**src/rtl/cdad_pkg.sv**
```systemverilog
// shared types, constants and calendar tables for the date adder
package cdad_pkg;

	// division of a year by one hundred through a reciprocal multiply
	localparam logic [12:0] DIV100_MUL   = 13'd5243;
	localparam int          DIV100_SHIFT = 19;
	localparam logic [15:0] CENTURY      = 16'd100;

	localparam logic [9:0] YEAR_DAYS      = 10'd365;
	localparam logic [9:0] LEAP_YEAR_DAYS = 10'd366;
	localparam logic [4:0] LEAP_FEB_DAYS  = 5'd29;
	localparam logic [4:0] FEB_DAYS       = 5'd28;
	localparam logic [3:0] FEBRUARY       = 4'd2;
	localparam logic [3:0] JANUARY        = 4'd1;
	localparam logic [3:0] LAST_MONTH     = 4'd12;

	typedef struct packed {
		logic [4:0]  start_day;
		logic [3:0]  start_month;
		logic [13:0] start_year;
		logic [8:0]  add_days;
	} cdad_query_t;

	typedef struct packed {
		logic        is_leap;
		logic [8:0]  day_of_year;
		logic [4:0]  out_day;
		logic [3:0]  out_month;
		logic [13:0] out_year;
	} cdad_answer_t;

	typedef enum logic [2:0] {
		ST_IDLE,
		ST_LEAP_MUL,
		ST_LEAP_EVAL,
		ST_ORDINAL,
		ST_YEAR_CHECK,
		ST_MONTH,
		ST_DONE
	} cdad_state_t;

	// commands from controller to datapath
	typedef struct packed {
		logic load;
		logic leap_mul;
		logic leap_eval;
		logic leap_first;
		logic ordinal;
		logic year_step;
		logic month_step;
		logic out_load;
	} cdad_cmd_t;

	// status from datapath to controller
	typedef struct packed {
		logic year_over;
		logic month_more;
	} cdad_status_t;

	// length of a month inside the search, months one to twelve
	function automatic logic [4:0] month_len(input logic [3:0] m, input logic leap);
		logic [4:0] len;
		unique case (m) inside
			FEBRUARY:                  len = leap ? LEAP_FEB_DAYS : FEB_DAYS;
			4'd4, 4'd6, 4'd9, 4'd11:   len = 5'd30;
			default:                   len = 5'd31;
		endcase
		return len;
	endfunction

	// days in the months before a month, months above twelve count the whole year
	function automatic logic [8:0] days_before(input logic [3:0] m);
		logic [8:0] d;
		unique case (m) inside
			4'd0, 4'd1: d = 9'd0;
			4'd2:       d = 9'd31;
			4'd3:       d = 9'd59;
			4'd4:       d = 9'd90;
			4'd5:       d = 9'd120;
			4'd6:       d = 9'd151;
			4'd7:       d = 9'd181;
			4'd8:       d = 9'd212;
			4'd9:       d = 9'd243;
			4'd10:      d = 9'd273;
			4'd11:      d = 9'd304;
			4'd12:      d = 9'd334;
			[4'd13:4'd15]: d = 9'd365;
			default:    d = 9'd0;
		endcase
		return d;
	endfunction

endpackage

```
**src/rtl/cdad_ctrl.sv**
```systemverilog
// sequencer for the date adder: leap test, year rollover and month search
module cdad_ctrl (
	input  logic                  clk,
	input  logic                  arst_n,
	input  logic                  query_valid,
	output logic                  query_stall,
	output logic                  answer_valid,
	input  logic                  answer_stall,
	input  cdad_pkg::cdad_status_t status,
	output cdad_pkg::cdad_cmd_t    cmd
);
	import cdad_pkg::*;

	cdad_state_t state_q;
	cdad_state_t state_next;
	logic        first_q;
	logic        answer_valid_q;
	logic        out_free;

	assign out_free = !answer_valid_q || !answer_stall;

	// state register and flags
	always_ff @(posedge clk or negedge arst_n) begin
		if (!arst_n) begin
			state_q        <= ST_IDLE;
			first_q        <= 1'b0;
			answer_valid_q <= 1'b0;
		end else begin
			state_q <= state_next;
			if (cmd.load) begin
				first_q <= 1'b1;
			end else if (cmd.leap_eval) begin
				first_q <= 1'b0;
			end
			if (cmd.out_load) begin
				answer_valid_q <= 1'b1;
			end else if (!answer_stall) begin
				answer_valid_q <= 1'b0;
			end
		end
	end

	// next state
	always_comb begin
		state_next = state_q;
		unique case (state_q)
			ST_IDLE: begin
				if (query_valid) state_next = ST_LEAP_MUL;
			end
			ST_LEAP_MUL:   state_next = ST_LEAP_EVAL;
			ST_LEAP_EVAL:  state_next = first_q ? ST_ORDINAL : ST_YEAR_CHECK;
			ST_ORDINAL:    state_next = ST_YEAR_CHECK;
			ST_YEAR_CHECK: state_next = status.year_over ? ST_LEAP_MUL : ST_MONTH;
			ST_MONTH: begin
				if (!status.month_more) state_next = ST_DONE;
			end
			ST_DONE: begin
				if (out_free) state_next = ST_IDLE;
			end
			default:       state_next = ST_IDLE;
		endcase
	end

	// datapath commands and handshake outputs
	always_comb begin
		cmd            = '0;
		query_stall    = (state_q != ST_IDLE);
		answer_valid   = answer_valid_q;
		unique case (state_q)
			ST_IDLE:       cmd.load = query_valid;
			ST_LEAP_MUL:   cmd.leap_mul = 1'b1;
			ST_LEAP_EVAL: begin
				cmd.leap_eval  = 1'b1;
				cmd.leap_first = first_q;
			end
			ST_ORDINAL:    cmd.ordinal = 1'b1;
			ST_YEAR_CHECK: cmd.year_step = status.year_over;
			ST_MONTH:      cmd.month_step = status.month_more;
			ST_DONE:       cmd.out_load = out_free;
			default:       cmd = '0;
		endcase
	end

endmodule

```
**src/rtl/cdad_dpath.sv**
```systemverilog
// datapath of the date adder: leap unit, ordinal sum, year and month reduction
module cdad_dpath (
	input  logic                  clk,
	input  logic                  arst_n,
	input  cdad_pkg::cdad_query_t  query,
	input  cdad_pkg::cdad_cmd_t    cmd,
	output cdad_pkg::cdad_status_t status,
	output cdad_pkg::cdad_answer_t answer
);
	import cdad_pkg::*;

	logic [4:0]   day_q;
	logic [3:0]   month_q;
	logic [8:0]   add_q;
	logic [14:0]  year_q;
	logic [27:0]  prod_q;
	logic         leap0_q;
	logic         year_leap_q;
	logic [8:0]   doy_q;
	logic [9:0]   n_q;
	logic [3:0]   m_q;
	cdad_answer_t answer_q;

	logic [8:0]  cent;
	logic [15:0] cent_x100;
	logic [15:0] cent_rem;
	logic        leap;
	logic        late_month;
	logic [8:0]  doy;
	logic [9:0]  year_len;
	logic [4:0]  mon_len;

	// leap test: quotient by one hundred from the registered product
	always_comb begin
		cent       = prod_q[27:DIV100_SHIFT];
		cent_x100  = 16'(cent) * CENTURY;
		cent_rem   = 16'(year_q) - cent_x100;
		leap       = (year_q[1:0] == 2'b00) && ((cent_rem != 16'd0) || (cent[1:0] == 2'b00));
	end

	// ordinal day of the start date
	always_comb begin
		late_month = month_q > FEBRUARY;
		doy        = days_before(month_q) + 9'(day_q) + 9'(leap0_q && late_month);
	end

	// lengths of the current year and month
	always_comb begin
		year_len          = year_leap_q ? LEAP_YEAR_DAYS : YEAR_DAYS;
		mon_len           = month_len(m_q, year_leap_q);
		status.year_over  = n_q > year_len;
		status.month_more = (m_q < LAST_MONTH) && (n_q > 10'(mon_len));
	end

	// working registers
	always_ff @(posedge clk) begin
		if (cmd.load) begin
			day_q   <= query.start_day;
			month_q <= query.start_month;
			add_q   <= query.add_days;
			year_q  <= 15'(query.start_year);
			m_q     <= JANUARY;
		end
		if (cmd.leap_mul) begin
			prod_q <= 28'(year_q) * 28'(DIV100_MUL);
		end
		if (cmd.leap_eval) begin
			year_leap_q <= leap;
			if (cmd.leap_first) leap0_q <= leap;
		end
		if (cmd.ordinal) begin
			doy_q <= doy;
			n_q   <= 10'(doy) + 10'(add_q);
		end
		if (cmd.year_step) begin
			n_q    <= n_q - year_len;
			year_q <= year_q + 15'd1;
		end
		if (cmd.month_step) begin
			n_q <= n_q - 10'(mon_len);
			m_q <= m_q + 4'd1;
		end
		if (cmd.out_load) begin
			answer_q.is_leap     <= leap0_q;
			answer_q.day_of_year <= doy_q;
			answer_q.out_day     <= n_q[4:0];
			answer_q.out_month   <= m_q;
			answer_q.out_year    <= year_q[13:0];
		end
	end

	assign answer = answer_q;

`ifndef ASSERT_OFF
	a_month_step_range: assert property (@(posedge clk) disable iff (!arst_n)
		cmd.month_step |-> (m_q != 4'd0) && (m_q < LAST_MONTH))
		else $error("month step outside january to november");
	a_year_step_needed: assert property (@(posedge clk) disable iff (!arst_n)
		cmd.year_step |-> n_q > YEAR_DAYS)
		else $error("year step with ordinal inside the year");
	a_out_day_fits: assert property (@(posedge clk) disable iff (!arst_n)
		cmd.out_load |-> n_q <= 10'd31)
		else $error("result day beyond a month");
	a_out_month_range: assert property (@(posedge clk) disable iff (!arst_n)
		cmd.out_load |-> (m_q != 4'd0) && (m_q <= LAST_MONTH))
		else $error("result month outside one to twelve");
`endif

endmodule

```
**src/rtl/calendar_date_add_days.sv**
```systemverilog
// top level of the gregorian date adder
//
// query channel: one start date (day, month, year) and a day count per transfer,
// taken when query_valid is high and query_stall is low. query_stall is high
// whenever an item is in work, so one item is handled at a time.
// answer channel: leap flag and ordinal day of the start date plus the date that
// many days later, shown on answer while answer_valid is high; a transfer
// completes when answer_stall is low.
// after the query transfer the leap unit (a registered reciprocal multiply, then
// the leap evaluation) and the ordinal sum run, then the year check; each of the
// k (0 to 2) year rollovers reruns the leap unit and the year check. the month
// search then steps one month per cycle, and its result is registered on answer.
// a second rollover leaves at most 146 days, so the search then ends by may.
// the next query can be taken in the same cycle that answer_valid rises.
// the answer sits in an output register, so a new query is taken while a result
// still waits; a finished item waits in its last step only while that register
// is still held by a stalled answer.
// reset clears the sequencer and the answer valid flag; no clearing pass.
module calendar_date_add_days (
	input  logic                  clk,
	input  logic                  arst_n,
	input  logic                  query_valid,
	output logic                  query_stall,
	input  cdad_pkg::cdad_query_t  query,
	output logic                  answer_valid,
	input  logic                  answer_stall,
	output cdad_pkg::cdad_answer_t answer
);
	import cdad_pkg::*;

	cdad_cmd_t    cmd;
	cdad_status_t status;

	// sequencer
	cdad_ctrl u_ctrl (
		.clk          (clk),
		.arst_n       (arst_n),
		.query_valid  (query_valid),
		.query_stall  (query_stall),
		.answer_valid (answer_valid),
		.answer_stall (answer_stall),
		.status       (status),
		.cmd          (cmd)
	);

	// arithmetic and result register
	cdad_dpath u_dpath (
		.clk    (clk),
		.arst_n (arst_n),
		.query  (query),
		.cmd    (cmd),
		.status (status),
		.answer (answer)
	);

endmodule
```
**config.mk**
```make
export PLATFORM = sky130hd
export DESIGN_NAME = calendar_date_add_days
export DESIGN_NICKNAME = d
export VERILOG_FILES = /design/src/rtl/cdad_pkg.sv /design/src/rtl/cdad_ctrl.sv /design/src/rtl/cdad_dpath.sv /design/src/rtl/calendar_date_add_days.sv
export SDC_FILE = /design/constraint.sdc
export NUM_CORES = 1
export LEC_CHECK = 0
export BUFFER_PORTS_ARGS = -buffer_cell sky130_fd_sc_hd__buf_2
export CAP_MARGIN = 15
export CELL_PAD_IN_SITES_DETAIL_PLACEMENT = 0
export CELL_PAD_IN_SITES_GLOBAL_PLACEMENT = 1
export CORE_MARGIN = 3
export CORE_UTILIZATION = 45
export DETAILED_ROUTE_END_ITERATION = 10
export PLACE_DENSITY_LB_ADDON = 0.15
export SETUP_SLACK_MARGIN = 0.15
export SKIP_CTS_REPAIR_TIMING = 1
export SYNTH_ARGS = -nofsm -noshare
export SYNTH_HDL_FRONTEND = slang
export SYNTH_HIERARCHICAL = 1
export SYNTH_SLANG_ARGS = --single-unit
```
**constraint.sdc**
```tcl
create_clock -name clk -period 8.06 [get_ports clk]
set_input_delay 0.403 -clock clk [delete_from_list [all_inputs] [get_ports clk]]
set_output_delay 0.403 -clock clk [all_outputs]
set_load 0.02 [all_outputs]
```
==> key figures <==
Finish
  – Ant. Diodes: 0
  – Layout fillers: 1989
  – Synth-to-Final Area Change: 10.09%
  – Nets: 1283
  – Share of layout cells above drive strength 1: a little over a tenth

Worst setup path
  – Reg-to-reg critical path startpoint: u_dpath/year_q[3]$_DFFE_PP_
  – Worst setup EP type: flip-flop
  – Worst reg2reg path endpoint: u_dpath/prod_q[27]$_DFFE_PP_
  – Crit path launch type: flip-flop
  – Worst Path Required: 8.18 ns
  – CP arrival: 5.64 ns
  – Most frequent CP cell: inv_1
  – Critical path, cell by cell: inv_1 > fa_1 > inv_1 > ha_1 > inv_1 > fa_1 > inv_1 > ha_1 > inv_1 > fa_1 > inv_1 > ha_1 > a2111oi_0 > o21ai_0 > o211ai_1 > o211ai_1 > a31oi_1 > o21ai_1 > or4_1 > and3_1
  – Slowest CP cell: edfxtp_1
  – Crit-path max cell delay: 0.59 ns
  – R2R Setup Slk: 2.54 ns
  – Worst Path Max Fanout: 9
  – Crit Path Class: reg2reg
  – R2R cell count: 20

Global routing
  – Vias in the first global route: 6498
  – Antenna violations before repair: 1
  – First-pass GRT wire length: 35.63 mm
  – Pin count of the biggest net entering global routing: 34
  – GR Overflow Total: 0
  – GR Util All Layers: 18.97%

Placement
  – GP Congestion: 0.8117
  – Dpl hpwl: 17.95 mm
  – Buffers on Ports: 70

Yosys
  – Synthesized cell area: roughly 0.01 mm²
  – Synth Register Bits: 105
  – Dominant synthesized flop cell: edfxtp_1
  – Syn. warnings: 6
  – Synth Instances: roughly 900
  – Sequential area share after synthesis: 31.42%
  – Ys async rst share: 4.762%
  – EDFF count, synth: 100
  – Distinct cells, synth: 63
  – Syn nets: between 1000 and 1500
  – Syn_area_per_cell: 10.83 µm²

Die
  – Die area: 0.02394 mm²
  – DIE WIDTH: 154.7 µm
  – Die height: 154.7 µm
  – Placement Rows: 53
  – Ports: 71
  – Core Area: 0.02135 mm²
  – Starting utilization of the core area: 46.62%

Clocking
  – TritonCTS clock tree: done
  – H-tree levels: 3
  – CTS Root Cell: clkbuf_16
  – Reg clk slew, reported paths: 0.09 ns
  – Max Root-Sink Buffers: 2
  – Worst-Skew Late Latency: 0.37 ns
  – CTS buffer count: 9
  – CTS sink cnt: between 100 and 150

Min path
  – Hold Path Depth: 1
  – Worst Hold Launch: query[23]
  – Hold Crit Class: in2reg
  – Hold Path End: u_dpath/month_q[0]$_DFFE_PP_

STA
  – Final min period: 5.516 ns
  – # setup viols final: 0
  – Fmax: between 0.15 and 0.2 GHz
  – RSZ-0062 raised after global routing: false
  – Hold Vio Cnt, Final: 0
  – Max_slew headroom: between 40 and 50%
  – Worst Tran Pin Value: approximately 0.88 ns
  – Fin crit share: around 68%
  – Setup TNS: 0 ns
  – Worst Skew: around 0.019 ns
  – Max Slew Vio Count: 0

Routing
  – DR vias/cell: approximately 5.1
  – Vias: 6496
  – First drt pass iteration count: 5
  – Drc violations: 0
  – Final WL: between 20 and 25 mm
  – Iter 0 DRT Violations: 384
  – Drt wl/cell: 17.15 µm
  – Detail Route Antenna Nets: 0

Job
  – Max-cap viol count: 0

Run status
  – Status: complete, no violations
==> registers in the layout, indices dropped and copies added (netlist names), 3 cells and up <==
| name | cells |
|---|---|
| u_dpath/m_q | 4 |
| u_dpath/day_q | 5 |
| u_dpath/year_q | 15 |
| u_dpath/answer | 33 |
| u_dpath/add_q | 9 |
| u_dpath/doy_q | 9 |
| u_dpath/month_q | 4 |
| u_dpath/n_q | 10 |
| u_dpath/prod_q | 9 |
| u_ctrl/state_q | 3 |
==> cell usage in the layout, fill, tap and decap left out, types with 4 or more instances in the layout <==
| master | instances |
|---|---|
| a2111oi_0 | 4 |
| a21o_1 | 10 |
| a21oi_1 | 59 |
| a31oi_1 | 5 |
| and2_1 | 4 |
| and3_1 | 7 |
| buf_2 | 70 |
| buf_4 | 5 |
| clkbuf_16 | 9 |
| dfrtp_1 | 5 |
| edfxtp_1 | 100 |
| fa_1 | 78 |
| ha_1 | 179 |
| inv_1 | 173 |
| mux2i_1 | 4 |
| nand2_1 | 37 |
| nand2b_1 | 8 |
| nand3_1 | 9 |
| nand3b_1 | 4 |
| nand4_1 | 5 |
| nor2_1 | 49 |
| nor2b_1 | 5 |
| nor3_1 | 10 |
| o21a_1 | 6 |
| o21ai_0 | 21 |
| o21bai_1 | 8 |
| xnor2_1 | 40 |
| xor2_1 | 16 |
==> metal layers <==
layer / track usage (%) / share of wire (%) / vias up
met5: 0 / 0 / -
met4: 3.574 / 0.90 / 0
met3: 3.358 / 3.7 / 11
met2: 28.29 / 44 / 94
met1: 29.18 / 51 / 3116
li1: - / - / 3275
==> cell type report <==
cell class	count	area, µm²	area share (%)
tap	275	344.1	3.139
clock buffer	9	225.2	2.055
clock inverter	7	93.84	0.8562
inverter	173	649.4	5.925
multi-input combinational	625	6122	55.86
sequential	105	3128	28.54
timing repair buffer	76	397.9	3.630
==> worst max-delay path, delay by kind of cell, from the launching register on <==
family	cells	cell delay [ns]
adders and majority gates	6	2.15
and+or+nand+nor	2	0.65
DFF	1	0.59
buffers and inverters	6	0.46
AOI/OAI and AO/OA	6	1.44
==> synthesized netlist by cell type (all sizes together) (9+ instances only) <==
cell type	count	share of area [%]
edfxtp	100	30
nand2	37	1.4
inv	173	6.5
clkbuf	10	0.38
a21o	10	0.75
xor2	16	1.4
nor3	10	0.50
fa	78	16
xnor2	40	3.5
nor2	50	1.9
nand3	9	0.45
o21ai	24	1.2
ha	179	22
a21oi	62	3.2
==> cell families (layout without fill, tap and decap cells) <==
kind of cell | Yosys count | count (layout) | synth area share, %
AND/OR/NAND/NOR | 154 | 154 | 7.704
multiplexers | 6 | 6 | 0.6284
XOR/XNOR | 56 | 56 | 4.926
adder cells (fa/ha/maj) | 257 | 257 | 38.18
flip-flops | 105 | 105 | 31.42
AO/OA/AOI/OAI | 152 | 152 | 9.916
buffers and inverters | 189 | 265 | 7.226
==> how the worst max path moves through the flow <==
stage,slack (ns),to,from
final,2.54,u_dpath/prod_q[27]$_DFFE_PP_,u_dpath/year_q[3]$_DFFE_PP_
after global routing,2.24,u_dpath/prod_q[27]$_DFFE_PP_,u_dpath/year_q[6]$_DFFE_PP_
after CTS,2.52,u_dpath/prod_q[27]$_DFFE_PP_,u_dpath/year_q[5]$_DFFE_PP_
after detailed placement,2.54,u_dpath/prod_q[27]$_DFFE_PP_,u_dpath/year_q[5]$_DFFE_PP_
after global placement,2.66,u_dpath/prod_q[27]$_DFFE_PP_,u_dpath/year_q[10]$_DFFE_PP_
after floorplan,2.97,u_dpath/prod_q[27]$_DFFE_PP_,u_dpath/year_q[10]$_DFFE_PP_
==> stage by stage <==
stage / setup WS (ns) / cells / hold slack, ns / cell area [µm²] / utilization (%)
after global routing: 2.241 / 1270 / 0.1858 / 10960 / 51.33
after floorplan: 2.968 / 919 / 0.1074 / 9956 / -
final: 2.544 / 1270 / 0.2044 / 10960 / 51.33
after detailed placement: 2.538 / 1253 / 0.2297 / 10630 / 49.79
after global placement: 2.658 / 1253 / 0.2266 / 10630 / 49.79
after CTS: 2.520 / 1269 / -0.1758 / 10950 / 51.28
Power is left out: the tool's default activity adds up to more than one toggle a clock period on the data nets, which glitch-free logic cannot reach.
